[config.mk]
export PLATFORM = sky130hd
export DESIGN_NAME = url_segment_type_classifier
export DESIGN_NICKNAME = d
export VERILOG_FILES = /design/src/rtl/core/usc_pkg.sv /design/src/rtl/core/usc_char_class.sv /design/src/rtl/core/usc_seg_track.sv /design/src/rtl/core/url_segment_type_classifier.sv
export SDC_FILE = /design/constraint.sdc
export NUM_CORES = 1
export LEC_CHECK = 0
export BUFFER_PORTS_ARGS = -buffer_cell sky130_fd_sc_hd__buf_4
export CELL_PAD_IN_SITES_DETAIL_PLACEMENT = 0
export CELL_PAD_IN_SITES_GLOBAL_PLACEMENT = 1
export CORE_MARGIN = 2
export CORE_UTILIZATION = 30
export CTS_BUF_LIST = sky130_fd_sc_hd__clkbuf_8
export DETAILED_ROUTE_END_ITERATION = 7
export GPL_TIMING_DRIVEN = 0
export PLACE_DENSITY = 0.69
export SYNTH_ARGS = -nofsm -noshare
export SYNTH_HDL_FRONTEND = slang
export SYNTH_SLANG_ARGS = --single-unit
[constraint.sdc]
create_clock -name clk -period 2.1 [get_ports clk]
set_input_delay 0.525 -clock clk [delete_from_list [all_inputs] [get_ports clk]]
set_output_delay 0.525 -clock clk [all_outputs]
set_load 0.01 [all_outputs]
[src/rtl/core/usc_pkg.sv]
`timescale 1ns / 1ps
`default_nettype none
// ----------------------------------------------------------------------------
// usc_pkg
// Shared types and constants for the URL segment type classifier.
// ----------------------------------------------------------------------------
package usc_pkg;

    localparam int unsigned POS_W = 6;

    localparam logic [POS_W-1:0] POS_MAX       = 6'd63;
    localparam logic [POS_W-1:0] ID_LEN        = 6'd22;
    localparam logic [POS_W-1:0] ID_PADDED_LEN = 6'd24;
    localparam logic [POS_W-1:0] UUID_LEN      = 6'd36;
    localparam logic [POS_W-1:0] UUID_DASH0    = 6'd8;
    localparam logic [POS_W-1:0] UUID_DASH1    = 6'd13;
    localparam logic [POS_W-1:0] UUID_DASH2    = 6'd18;
    localparam logic [POS_W-1:0] UUID_DASH3    = 6'd23;

    localparam logic [7:0] CH_EQ    = 8'h3D; // '='
    localparam logic [7:0] CH_MINUS = 8'h2D; // '-'
    localparam logic [7:0] CH_UNDER = 8'h5F; // '_'
    localparam logic [7:0] CH_DOT   = 8'h2E; // '.'
    localparam logic [7:0] CH_PLUS  = 8'h2B; // '+'

    typedef enum logic [2:0] {
        TYPE_INT      = 3'd0,
        TYPE_BASE64ID = 3'd1,
        TYPE_STRING   = 3'd2,
        TYPE_UUID     = 3'd3,
        TYPE_FLOAT    = 3'd4,
        TYPE_GENERIC  = 3'd5
    } ptype_t;

    typedef struct packed {
        logic is_dig;
        logic is_hex;
        logic is_alphanum;
        logic is_minus;
        logic is_plus;
        logic is_dot;
        logic is_eq;
        logic is_under;
    } char_class_t;

    typedef struct packed {
        logic ok_int;
        logic ok_base64id;
        logic ok_string;
        logic ok_uuid;
        logic ok_float;
    } seg_ok_t;

endpackage : usc_pkg
`default_nettype wire

[src/rtl/core/usc_char_class.sv]
`timescale 1ns / 1ps
`default_nettype none
// ----------------------------------------------------------------------------
// usc_char_class
// C-locale character class decode of one segment byte.
// ----------------------------------------------------------------------------
module usc_char_class (
    input  wire logic [7:0]           char_in,
    output usc_pkg::char_class_t      cls
);
    import usc_pkg::*;

    logic dig, lower, upper, hex_lo, hex_up;

    always_comb
    begin
        dig    = (char_in >= 8'h30) && (char_in <= 8'h39);
        lower  = (char_in >= 8'h61) && (char_in <= 8'h7A);
        upper  = (char_in >= 8'h41) && (char_in <= 8'h5A);
        hex_lo = (char_in >= 8'h61) && (char_in <= 8'h66);
        hex_up = (char_in >= 8'h41) && (char_in <= 8'h46);

        cls.is_dig      = dig;
        cls.is_hex      = dig | hex_lo | hex_up;
        cls.is_alphanum = dig | lower | upper;
        cls.is_minus    = (char_in == CH_MINUS);
        cls.is_plus     = (char_in == CH_PLUS);
        cls.is_dot      = (char_in == CH_DOT);
        cls.is_eq       = (char_in == CH_EQ);
        cls.is_under    = (char_in == CH_UNDER);
    end

endmodule : usc_char_class
`default_nettype wire

[src/rtl/core/usc_seg_track.sv]
`timescale 1ns / 1ps
`default_nettype none
// ----------------------------------------------------------------------------
// usc_seg_track
// Per-segment scan state; gives the type verdicts for the byte being taken.
// ----------------------------------------------------------------------------
module usc_seg_track (
    input  wire logic                 clk,
    input  wire logic                 rst_n,
    input  wire logic                 step,
    input  wire usc_pkg::char_class_t cls,
    input  wire logic                 last_char,
    input  wire logic                 segment_empty,
    output usc_pkg::seg_ok_t          seg_ok
);
    import usc_pkg::*;

    logic [POS_W-1:0] position_reg, position_next;
    logic int_ok_reg,    int_ok_next;
    logic int_dig_reg,   int_dig_next;
    logic flt_ok_reg,    flt_ok_next;
    logic flt_dot_reg,   flt_dot_next;
    logic flt_dig_reg,   flt_dig_next;
    logic uuid_ok_reg,   uuid_ok_next;
    logic id_pay_reg,    id_pay_next;
    logic id_pad_reg,    id_pad_next;

    logic sign_lead, dash_pos, seg_end;

    always_comb
    begin
        sign_lead = (position_reg == '0) && (cls.is_plus || cls.is_minus);
        dash_pos  = (position_reg == UUID_DASH0) || (position_reg == UUID_DASH1) ||
                    (position_reg == UUID_DASH2) || (position_reg == UUID_DASH3);

        int_dig_next = int_dig_reg | cls.is_dig;
        int_ok_next  = int_ok_reg & (cls.is_dig | sign_lead);

        flt_dig_next = flt_dig_reg;
        flt_dot_next = flt_dot_reg;
        flt_ok_next  = flt_ok_reg;
        priority if (cls.is_dig)
            flt_dig_next = 1'b1;
        else if (cls.is_dot && !flt_dot_reg)
            flt_dot_next = 1'b1;
        else if (!sign_lead)
            flt_ok_next = 1'b0;

        uuid_ok_next = uuid_ok_reg;
        priority if (dash_pos)
            uuid_ok_next = uuid_ok_reg & cls.is_minus;
        else if (position_reg < UUID_LEN)
            uuid_ok_next = uuid_ok_reg & cls.is_hex;

        id_pay_next = id_pay_reg;
        id_pad_next = id_pad_reg;
        priority if (position_reg < ID_LEN)
            id_pay_next = id_pay_reg & (cls.is_alphanum | cls.is_minus | cls.is_under);
        else if (position_reg < ID_PADDED_LEN)
            id_pad_next = id_pad_reg & cls.is_eq;

        position_next = (position_reg == POS_MAX) ? position_reg
                                                  : position_reg + {{(POS_W-1){1'b0}}, 1'b1};

        // verdicts as of this byte; empty segment accepts only generic
        seg_ok.ok_int      = !segment_empty && int_ok_next && int_dig_next;
        seg_ok.ok_base64id = !segment_empty && id_pay_next &&
                             ((position_next == ID_LEN) ||
                              ((position_next == ID_PADDED_LEN) && id_pad_next));
        seg_ok.ok_string   = !segment_empty;
        seg_ok.ok_uuid     = !segment_empty && uuid_ok_next && (position_next == UUID_LEN);
        seg_ok.ok_float    = !segment_empty && flt_ok_next && flt_dig_next;

        seg_end = segment_empty | last_char;
    end

    always_ff @(posedge clk or negedge rst_n)
    begin
        if (!rst_n)
        begin
            position_reg <= '0;
            int_ok_reg   <= 1'b1;
            int_dig_reg  <= 1'b0;
            flt_ok_reg   <= 1'b1;
            flt_dot_reg  <= 1'b0;
            flt_dig_reg  <= 1'b0;
            uuid_ok_reg  <= 1'b1;
            id_pay_reg   <= 1'b1;
            id_pad_reg   <= 1'b1;
        end
        else if (step)
        begin
            if (seg_end)
            begin
                position_reg <= '0;
                int_ok_reg   <= 1'b1;
                int_dig_reg  <= 1'b0;
                flt_ok_reg   <= 1'b1;
                flt_dot_reg  <= 1'b0;
                flt_dig_reg  <= 1'b0;
                uuid_ok_reg  <= 1'b1;
                id_pay_reg   <= 1'b1;
                id_pad_reg   <= 1'b1;
            end
            else
            begin
                position_reg <= position_next;
                int_ok_reg   <= int_ok_next;
                int_dig_reg  <= int_dig_next;
                flt_ok_reg   <= flt_ok_next;
                flt_dot_reg  <= flt_dot_next;
                flt_dig_reg  <= flt_dig_next;
                uuid_ok_reg  <= uuid_ok_next;
                id_pay_reg   <= id_pay_next;
                id_pad_reg   <= id_pad_next;
            end
        end
    end

endmodule : usc_seg_track
`default_nettype wire

[src/rtl/core/url_segment_type_classifier.sv]
`timescale 1ns / 1ps
`default_nettype none
// Path: a segment's last byte is taken into the input register, then its
//   verdicts are written into the result register.
// Throughput: one byte per cycle, set by the single scan stage between the
//   input and result registers; a last byte waits on an undrained result.
// Reset: rst_n clears all scan state, both valid flags and sets enabled_reg
//   to 63; no clearing pass.
// ----------------------------------------------------------------------------
// url_segment_type_classifier
// Classifies a URL path segment, streamed one byte per item, into parameter
// types and picks the first enabled match in priority order.
// ----------------------------------------------------------------------------
module url_segment_type_classifier (
    input  wire logic        clk,
    input  wire logic        rst_n,
    // configuration
    input  wire logic        cfg_wr_en,
    input  wire logic [5:0]  cfg_wr_data,
    // input channel
    input  wire logic        in_valid,
    output logic             in_ready,
    input  wire logic [7:0]  char_in,
    input  wire logic        last_char,
    input  wire logic        segment_empty,
    // result channel
    output logic             out_valid,
    input  wire logic        out_ready,
    output logic             ok_int,
    output logic             ok_base64id,
    output logic             ok_string,
    output logic             ok_uuid,
    output logic             ok_float,
    output logic             any_match,
    output logic [2:0]       match_type
);
    import usc_pkg::*;

    // type mask register
    logic [5:0] enabled_reg;

    // input register stage
    logic       s1_valid_reg, s1_valid_next;
    logic [7:0] s1_char_reg;
    logic       s1_last_reg;
    logic       s1_empty_reg;

    // result register stage
    logic       res_valid_reg, res_valid_next;
    seg_ok_t    res_ok_reg;
    logic       res_any_reg;
    ptype_t     res_type_reg;

    char_class_t cls;
    seg_ok_t     seg_ok;
    logic        s1_ends, res_free, s1_go, in_take;
    logic [5:0]  hit;
    logic        sel_any;
    ptype_t      sel_type;

    usc_char_class u_class (
        .char_in (s1_char_reg),
        .cls     (cls)
    );

    usc_seg_track u_track (
        .clk           (clk),
        .rst_n         (rst_n),
        .step          (s1_go),
        .cls           (cls),
        .last_char     (s1_last_reg),
        .segment_empty (s1_empty_reg),
        .seg_ok        (seg_ok)
    );

    // Stage-1 item moves on at once if it ends nothing; an ending item
    // needs a free result slot. The result slot is free when empty or
    // being drained this cycle, so bytes flow back to back.
    always_comb
    begin
        s1_ends  = s1_last_reg | s1_empty_reg;
        res_free = !res_valid_reg || out_ready;
        s1_go    = s1_valid_reg && (!s1_ends || res_free);
        in_ready = !s1_valid_reg || s1_go;
        in_take  = in_valid && in_ready;

        s1_valid_next  = in_take ? 1'b1 : (s1_go ? 1'b0 : s1_valid_reg);
        res_valid_next = (s1_go && s1_ends) ? 1'b1
                       : (out_ready ? 1'b0 : res_valid_reg);
    end

    // First enabled accepting type; generic always accepts.
    always_comb
    begin
        hit = enabled_reg & {1'b1, seg_ok.ok_float, seg_ok.ok_uuid,
                             seg_ok.ok_string, seg_ok.ok_base64id, seg_ok.ok_int};
        sel_any  = |hit;
        sel_type = TYPE_INT;
        priority if (hit[0]) sel_type = TYPE_INT;
        else if (hit[1])     sel_type = TYPE_BASE64ID;
        else if (hit[2])     sel_type = TYPE_STRING;
        else if (hit[3])     sel_type = TYPE_UUID;
        else if (hit[4])     sel_type = TYPE_FLOAT;
        else if (hit[5])     sel_type = TYPE_GENERIC;
        else                 sel_type = TYPE_INT;   // nothing enabled accepts
    end

    // control registers
    always_ff @(posedge clk or negedge rst_n)
    begin
        if (!rst_n)
        begin
            enabled_reg   <= 6'd63;
            s1_valid_reg  <= 1'b0;
            res_valid_reg <= 1'b0;
        end
        else
        begin
            if (cfg_wr_en)
                enabled_reg <= cfg_wr_data;
            s1_valid_reg  <= s1_valid_next;
            res_valid_reg <= res_valid_next;
        end
    end

    // payload registers
    always_ff @(posedge clk)
    begin
        if (in_take)
        begin
            s1_char_reg  <= char_in;
            s1_last_reg  <= last_char;
            s1_empty_reg <= segment_empty;
        end
        if (s1_go && s1_ends)
        begin
            res_ok_reg   <= seg_ok;
            res_any_reg  <= sel_any;
            res_type_reg <= sel_type;
        end
    end

    assign out_valid   = res_valid_reg;
    assign ok_int      = res_ok_reg.ok_int;
    assign ok_base64id = res_ok_reg.ok_base64id;
    assign ok_string   = res_ok_reg.ok_string;
    assign ok_uuid     = res_ok_reg.ok_uuid;
    assign ok_float    = res_ok_reg.ok_float;
    assign any_match   = res_any_reg;
    assign match_type  = res_type_reg;

    // No match reports type code int.
    a_nomatch_code: assert property (@(posedge clk) disable iff (!rst_n)
        (out_valid && !any_match) |-> (match_type == TYPE_INT))
        else $error("match_type nonzero without a match");

    // Only an empty segment fails the string check, and then all else fails.
    a_empty_all_fail: assert property (@(posedge clk) disable iff (!rst_n)
        (out_valid && !ok_string) |-> (!ok_int && !ok_base64id && !ok_uuid && !ok_float))
        else $error("type accepted on empty segment");

    // Every integer is also a float.
    a_int_is_float: assert property (@(posedge clk) disable iff (!rst_n)
        (out_valid && ok_int) |-> ok_float)
        else $error("int accepted but float rejected");

    // UUID carries hyphens and 36 chars, so neither int nor id can match.
    a_uuid_excl: assert property (@(posedge clk) disable iff (!rst_n)
        (out_valid && ok_uuid) |-> (!ok_int && !ok_base64id))
        else $error("uuid overlaps int or id");

endmodule : url_segment_type_classifier
`default_nettype wire
==> metrics, run 1 <==
Placed Area=2760 µm²; vias=1,870; critical path type=flop to flop; max FFs per register=8; antenna-violating nets left=0; die area=8670 µm²; Slew Viols, Final=0; first-pass GRT wire length=9100 µm; Finished Cell Area=3110 µm²; core area=7730 µm²; Clock Tree Buf Depth=2; status=complete, but fails checks; DRC=0; top cells by count, synth=19 x edfxtp_1, 18 x nand2_1, 16 x nor2_1, 16 x o21ai_0; Peak VDD IR=370 µV; switch share=0.278; chip height=93.1 µm; CTS tree=built; Mapped Avg Cell Area=10.8 µm²; Hold Fails Final Rpt=0; DR WL met2=2730 µm; fin util=0.403; register area share after synthesis=0.476; Placer Congestion=0.836; DRT iter0 DRCs=93; Synth cell types=63; drt total wl=5630 µm; R2R setup slack=-0.20 ns; failing checks=negative setup slack; Seq pwr share=0.503; Logic pwr share=0.186; Metal-1 WL=2650 µm; Max FO, Critical Path=7; Setup crit end kind=flop; Worst R2R End=match_type[0]; Area Overhead vs Synth=30.6%; Max Cap Viol=0; CTS sink cnt=41; fin nets=293; HP Class=input port to asynchronous set/reset pin; met3 routed WL=189 µm; Leak=1.28 nW; CTS Root Cell=clkbuf_8; I/O pins=32; crit-path cells=ha_4 -> buf_8 -> mux2_4 -> a32o_2 -> o311a_4 -> and4bb_1 -> a211o_1; Fillers=762; Clock Latency Late Sink=0.30 ns; CTS H-Tree Depth=2; arrival time at the worst endpoint=2.36 ns; Worst EP required=2.16 ns; most frequent cell after synthesis=edfxtp_1; Setup WS post-layout=-0.201 ns; Clk pwr share=0.311; NetSw=542 µW; FF-to-FF Start=u_track.position_reg[0]; clock skew=0.00867 ns; routed len/inst=15.2 µm; min cycle time layout=2.30 ns; top cell type's share of synthesized area=0.239; largest net degree at the start of global routing=23; ANT cells=0; crit share post-route=1.10; Synth area leader=edfxtp_1; initial antenna violation count=0; drt first pass iters=4; CTS clk-pin slew, worst paths=0.09 ns; fmax=435 MHz; Max-slew headroom=0.622; critical path's slowest cell=dfrtp_2; Synth area leaders=edfxtp_1 24%, dfstp_2 12%, dfrtp_1 12%, o21ai_0 3.4%, nand2_1 2.8%; Fin Setup TNS=-0.532 ns; post-route insts no fill=371; Async S/R FF share, synth=0.537; dominant register cell in the synthesized netlist=edfxtp_1; worst-margin pin slew=0.563 ns; vias in the first global route=1,782; total CTS buffers=5; Yosys Warn Count=0; IO buf count=30; r2r worst-path depth=7; Post-Syn Instances=220; Tot GR Track Use=0.134; placed instance count=352; grt total ovfl=0; RSZ-0062 raised after global routing=yes; Worst setup SP type=flop; Die X=93.1 µm; layout cells sized above 1=0.428; Initial Util=0.308; Row Count=32; Internal Power=1.41 mW; top sig layer=met4; Post-synth EDFFs=19; crit-path max cell delay=0.47 ns; Mapped Area=2380 µm²; # setup viols final=5; routed vias/inst=5.04; post-detail-place hpwl=3880 µm; Synth Register Bits=41; Pwr Density=627 nW/µm²; syn_nets=245
[critical path: cells and delay by family (launching register included)]
kind / cells / cell delay [ns]
DFF: 1 / 0.47
muxes: 1 / 0.25
adders and majority gates: 1 / 0.19
buffers and inverters: 1 / 0.13
AOI/OAI and AO/OA: 3 / 0.81
and+or+nand+nor: 1 / 0.21
[cell usage in the layout, fill, tap and decap left out, drive strengths merged, types with 6 or more instances in the layout]
cell    count
buf        48
edfxtp     19
nand2      18
o21ai      17
nor2       16
dfstp      11
a21oi      11
dfrtp      11
clkbuf     11
inv        10
nand2b      6
and2        6
nand3       6
[area by class of cell]
| cell class | count | area (µm²) | share of cell area |
|---|---|---|---|
| flip-flops and latches | 41 | 1140 | 0.366 |
| repair buffers | 41 | 328 | 0.105 |
| inverters | 9 | 33.8 | 0.0109 |
| clock inverters | 1 | 8.76 | 0.00281 |
| clock buffers | 7 | 96.3 | 0.0310 |
| multi-input cells | 159 | 1300 | 0.418 |
| well taps | 102 | 128 | 0.0410 |
| plain buffers | 11 | 77.6 | 0.0249 |
[stage by stage]
stage               worst slack (ns)  total power [mW]  hold WS [ns]
floorplan                    -0.0919              1.18         0.229
global placement              -0.422              1.30         0.451
detailed placement            -0.425              1.30         0.450
CTS                           -0.214              1.92         0.122
global route                  -0.250              2.04         0.125
finish                        -0.201              1.95         0.114
[logic make-up (layout without fill, tap and decap cells)]
kind of cell    after synthesis  count (layout)  share of synthesized area
compound gates               59              59                      0.201
simple gates                 88              88                      0.226
buf+inv                      20              69                     0.0404
mux                           7               7                     0.0320
fa+ha+maj                     4               4                     0.0210
xor+xnor                      1               1                    0.00368
flops                        41              41                      0.476
[power by group through the flow]
stage / clock network [mW] / registers (mW) / logic [mW]
final: 0.607 / 0.982 / 0.363
after global routing: 0.654 / 0.991 / 0.398
after CTS: 0.615 / 0.981 / 0.325
after floorplan: 0 / 0.995 / 0.184
after detailed placement: 0 / 0.999 / 0.302
after global placement: 0 / 0.996 / 0.301
[timing repair]
item | in CTS | in global routing
hold buffers | 0 | 0
endpoints found under the hold margin | 0 | 0
pin swaps | 0 | 9
gates resized for setup | 12 | 24
endpoints found under the setup margin | 18 | 16
cloned | 1 | 0
buffers inserted | 3 | 7
[routing by layer]
| metal | vias up | GRT usage |
|---|---|---|
| met5 | - | 0 |
| met4 | 0 | 0.0343 |
| met1 | 911 | 0.186 |
| li1 | 918 | - |
| met3 | 6 | 0.0258 |
| met2 | 35 | 0.216 |
[worst max-delay path by stage]
stage          cells past startpoint                    start       endpoint
6_report                           7  u_track.position_reg[0]  match_type[0]
5_1_grt                            6  u_track.position_reg[3]  match_type[0]
4_1_cts                            7  u_track.position_reg[1]  match_type[0]
3_5_place_dp                       5             s1_empty_reg  match_type[2]
3_3_place_gp                       5             s1_empty_reg  match_type[2]
2_1_floorplan                      7  u_track.position_reg[1]  match_type[0]
Note: power is estimated with default switching activity, not from simulation.
==> run 2: changes to the inputs <==
RECOVER_POWER = 25   (was not set)
==> metrics, run 2 (synthesis gave the netlist of run 1 again) <==
failing checks=negative setup slack; max FFs per register=8 (unchanged); worst-margin pin slew=1.36 ns (+0.797 ns); core area=7730 µm² (unchanged); Tot GR Track Use=0.134 (unchanged); fin nets=293 (unchanged); clock skew=0.00867 ns (unchanged); Placer Congestion=0.836 (unchanged); multi-input logic area=1300 µm² (unchanged); Slew Viols, Final=0 (unchanged); DR WL met2=2730 µm (about the same); min cycle time layout=2.30 ns (unchanged); r2r worst-path depth=7 (unchanged); Worst EP required=2.16 ns (about the same); worst setup path start=u_track.position_reg[0]; CTS Root Cell=clkbuf_8; worst hold slack=0.400 ns (+0.286 ns); Area Overhead vs Synth=30.5%; die area=8670 µm² (unchanged); Die X=93.1 µm (unchanged); crit share post-route=1.10 (unchanged); Clock Latency Late Sink=0.30 ns (about the same); Fin Setup TNS=-0.532 ns (unchanged); DRC=0 (unchanged); Peak VDD IR=370 µV (about the same); drt first pass iters=4 (unchanged); WHS Path Cells=1; Row Count=32 (unchanged); vias=1,870 (unchanged); Hold Fails Final Rpt=0 (unchanged); critical path type=flop to flop; total CTS buffers=5 (unchanged); I/O pins=32 (unchanged); vias in the first global route=1,782 (unchanged); total power=1.95 mW (about the same); largest net degree at the start of global routing=23 (unchanged); Fillers=762 (unchanged); fmax=435 MHz (unchanged); Clock Tree Buf Depth=2 (unchanged); Initial Util=0.308 (unchanged); CTS H-Tree Depth=2 (unchanged); RSZ-0062 raised after global routing=yes; commonest non-fill, non-tap cell in the layout=buf_4; FF-to-FF Start=u_track.position_reg[0]; routed len/inst=15.2 µm (about the same); initial antenna violation count=0 (unchanged); arrival time at the worst endpoint=2.36 ns (about the same); Max-slew headroom=0.0936 (-0.529); met3 routed WL=189 µm (unchanged); R2R setup slack=-0.20 ns (about the same); status=complete, but fails checks; Max FO, Critical Path=7 (unchanged); crit path to=match_type[0]; # setup viols final=5 (unchanged); HP Class=input port to flop; top sig layer=met4; Setup crit end kind=flop; Max Cap Viol=0 (unchanged); grt total ovfl=0 (unchanged); CTS sink cnt=41 (unchanged); most frequent cells in the layout=37 x buf_4, 19 x edfxtp_1, 17 x nand2_1; first-pass GRT wire length=9100 µm (unchanged); post-detail-place hpwl=3880 µm (unchanged); drt total wl=5630 µm (about the same); Worst R2R End=match_type[0]; ANT cells=0 (unchanged); Setup WS post-layout=-0.201 ns (unchanged); IO buf count=30 (unchanged); DRT iter0 DRCs=93 (unchanged); Leak=1.27 nW (-0.28%); antenna-violating nets left=0 (unchanged); CTS clk-pin slew, worst paths=0.09 ns (about the same); Reg area=1140 µm² (unchanged); chip height=93.1 µm (unchanged); Metal-1 WL=2650 µm (about the same); CTS tree=built; Worst setup SP type=flop; layout cells sized above 1=0.424 (-0.00372); routed vias/inst=5.04 (unchanged); Pwr Density=628 nW/µm² (about the same)
[run 2: cell types whose count changed in the layout (fill, tap and decap cells not counted)]
cell      change
buf_4         -1
clkbuf_1      +1
[run 2: what timing repair did]
action                                  in CTS  in global routing
pin swaps                                    0                  9
hold buffers                                 0                  0
buffers inserted                             3                  7
cloned                                       1                  0
endpoints found under the setup margin      18                 16
resized for setup                           12                 24
[run 2: area by class of cell]
type | count | share of cell area
clock buffers | 7 | 0.0310
plain buffers | 11 | 0.0250
flip-flops and latches | 41 | 0.366
clock inverters | 1 | 0.00282
inverters | 9 | 0.0109
repair buffers | 41 | 0.104
well taps | 102 | 0.0411
multi-input cells | 159 | 0.419
[run 2: worst max-delay path, cell delays in order (launching register included)]
cell      delay [ns]
dfrtp_2         0.47
ha_4            0.19
buf_8           0.13
mux2_4          0.25
a32o_2          0.24
o311a_4         0.34
and4bb_1        0.21
a211o_1         0.23
[run 2: how the worst min path moves through the flow]
| stage | end | from | slack [ns] |
|---|---|---|---|
| CTS | u_track.position_reg[2] | rst_n | 0.12 |
| floorplan | out_valid | rst_n | 0.23 |
| finish | s1_char_reg[0] | char_in[0] | 0.40 |
| global route | s1_char_reg[6] | char_in[6] | 0.39 |
| detailed placement | u_track.position_reg[4] | rst_n | 0.45 |
| global placement | u_track.position_reg[4] | rst_n | 0.45 |
[run 2: power breakdown]
part           total (mW)  switching (mW)  internal [mW]
sequential          0.982          0.0496          0.932
combinational       0.362           0.189          0.173
clock               0.607           0.303          0.304
[run 2: layer usage]
layer,GRT usage,vias up
met3,0.0258,6
met5,0,-
met1,0.186,911
met4,0.0343,0
met2,0.216,35
li1,-,918
[run 2: through the flow]
step	cell area, µm²	util	worst slack [ns]	cells
floorplan	2410	-	-0.0919	220
global placement	2760	0.357	-0.422	352
detailed placement	2760	0.357	-0.425	352
CTS	2940	0.380	-0.214	364
global route	3110	0.402	-0.250	371
finish	3110	0.402	-0.201	371
==> run 3: changes to the inputs <==
CORE_MARGIN = 8   (was 2)
==> metrics, run 3 (synthesis gave the netlist of run 1 again) <==
most frequent cells in the layout=38 x buf_4, 19 x edfxtp_1, 17 x nand2_1; Finished Cell Area=3160 µm² (+1.8%); HP Class=input port to flop; NetSw=535 µW (-1.2%); Placed Area=2760 µm² (unchanged); WHS Path Cells=1 (unchanged); Worst setup SP type=flop; total CTS buffers=5 (unchanged); DRC=0 (unchanged); critical path's slowest cell=dfrtp_2; fmax=434 MHz (-0.11%); Internal Power=1.41 mW (+0.16%); post-route insts no fill=373 (+0.54%); FF-to-FF Start=u_track.position_reg[1]; worst hold slack=0.404 ns (+0.00406 ns); critical path type=flop to flop; Hold Fails Final Rpt=0 (unchanged); post-detail-place hpwl=4170 µm (+7.4%); IO buf count=30 (unchanged); CTS tree=built; CP delay by family, top=compound AO/OA/AOI/OAI gates; Hold Path Origin=char_in[0]; dpl ws=-0.378 ns (+0.0464 ns); Setup crit end kind=flop; Max Cap Viol=0 (unchanged); Clk pwr share=0.306 (-0.005); fin util=0.409 (+0.00712); Clock Tree Buf Depth=2 (unchanged); Worst EP required=2.15 ns (about the same); DRT iter0 DRCs=87 (-6.5%); Seq pwr share=0.505 (+0.002); Worst Hold End=s1_char_reg[0]; RSZ-0062 raised after global routing=yes; r2r worst-path depth=7 (unchanged); Placer Congestion=0.841 (+0.56%); chip height=105 µm (+13%); Logic pwr share=0.189 (+0.004); Worst Path Buf+Inv=1 (unchanged); Die X=105 µm (+13%); Setup WS post-layout=-0.203 ns (-0.00252 ns); CTS H-Tree Depth=2 (unchanged); routed len/inst=15.3 µm (+0.56%); # setup viols final=5 (unchanged); CTS sink cnt=41 (unchanged); R2R setup slack=-0.20 ns (about the same); switch share=0.275 (-0.00268); grt total ovfl=0 (unchanged); I/O pins=32 (unchanged); vias in the first global route=2,004 (+12%); Tot GR Track Use=0.107 (-0.0270); status=complete, but fails checks; placed instance count=352 (unchanged); antenna-violating nets left=0 (unchanged); largest net degree at the start of global routing=23 (unchanged); vias=1,863 (-0.37%); Slew Viols, Final=0 (unchanged); layout cells sized above 1=0.443 (+0.0190); core area=7730 µm² (unchanged); Max FO, Critical Path=6 (-1); Peak VDD IR=373 µV (+0.98%); Area Overhead vs Synth=32.8%; Leak=1.28 nW (+0.36%); drt total wl=5690 µm (+1.1%); crit share post-route=1.10 (+0.00120); drt first pass iters=4 (unchanged); initial antenna violation count=0 (unchanged); Row Count=32 (unchanged); Clock Latency Late Sink=0.30 ns (about the same); ANT cells=0 (unchanged); arrival time at the worst endpoint=2.35 ns (about the same); crit-path max cell delay=0.47 ns (about the same); fin nets=295 (+0.68%); Initial Util=0.308 (unchanged); clock skew=0.00609 ns (-0.00259 ns); first-pass GRT wire length=9740 µm (+7.0%); worst-margin pin slew=1.30 ns (-0.0632 ns); min cycle time layout=2.30 ns (+0.00252 ns); CTS Root Cell=clkbuf_8; commonest non-fill, non-tap cell in the layout=buf_4; routed vias/inst=4.99 (-0.91%); failing checks=negative setup slack; max FFs per register=8 (unchanged); Max-slew headroom=0.136 (+0.0421); CTS clk-pin slew, worst paths=0.08 ns (about the same); Worst R2R End=match_type[0]; Pwr Density=615 nW/µm² (-1.9%); die area=11,000 µm² (+27%); crit-path cells=buf_4 -> ha_1 -> mux2_2 -> a32o_2 -> o311a_4 -> and4bb_1 -> a211o_1
## run 3: worst max path at each step
stage / to / slack (ns) / from / cells after the start
after floorplan: match_type[0] / -0.09 / u_track.position_reg[1] / 7
after global placement: ok_uuid / -0.42 / s1_empty_reg / 5
after detailed placement: match_type[2] / -0.38 / s1_empty_reg / 5
after CTS: match_type[0] / -0.25 / u_track.position_reg[0] / 7
after global routing: match_type[0] / -0.26 / u_track.position_reg[0] / 7
final: match_type[0] / -0.20 / u_track.position_reg[1] / 7
## run 3: timing repair
item	in CTS	in global routing
setup endpoints to repair	18	17
pin swaps	6	8
gates resized for setup	20	21
endpoints found under the hold margin	0	0
cloned	0	0
hold buffers	0	0
setup buffers	10	3
## run 3: layout make-up
class	instances	area [µm²]
Sequential cell	41	1140
Multi-Input combinational cell	159	1340
Clock inverter	1	8.76
Timing Repair Buffer	43	343
Tap cell	102	128
Fill cell	754	4560
Clock buffer	7	96.3
Buffer	11	75.1
Inverter	9	33.8
## run 3: power groups by stage
stage               registers (mW)  clock network [mW]  logic [mW]
floorplan                    0.995                   0       0.184
global placement             0.996                   0       0.302
detailed placement           0.999                   0       0.306
CTS                          0.981               0.613       0.341
global route                 0.993               0.649       0.408
finish                       0.983               0.595       0.368
## run 3: metal layers
| layer | wire, µm | vias to the layer above | track usage | part of all wire |
|---|---|---|---|---|
| met1 | 2650 | 900 | 0.133 | 0.46 |
| met3 | 163 | 5 | 0.0178 | 0.029 |
| li1 | - | 927 | - | - |
| met2 | 2820 | 31 | 0.179 | 0.50 |
| met4 | 63 | 0 | 0.0479 | 0.011 |
| met5 | 0 | - | 0 | 0 |
## run 3: stage by stage
stage,setup TNS [ns],power (mW)
finish,-0.652,1.95
CTS,-0.911,1.94
detailed placement,-5.16,1.30
global route,-1.06,2.05
global placement,-5.46,1.30
floorplan,-0.0919,1.18
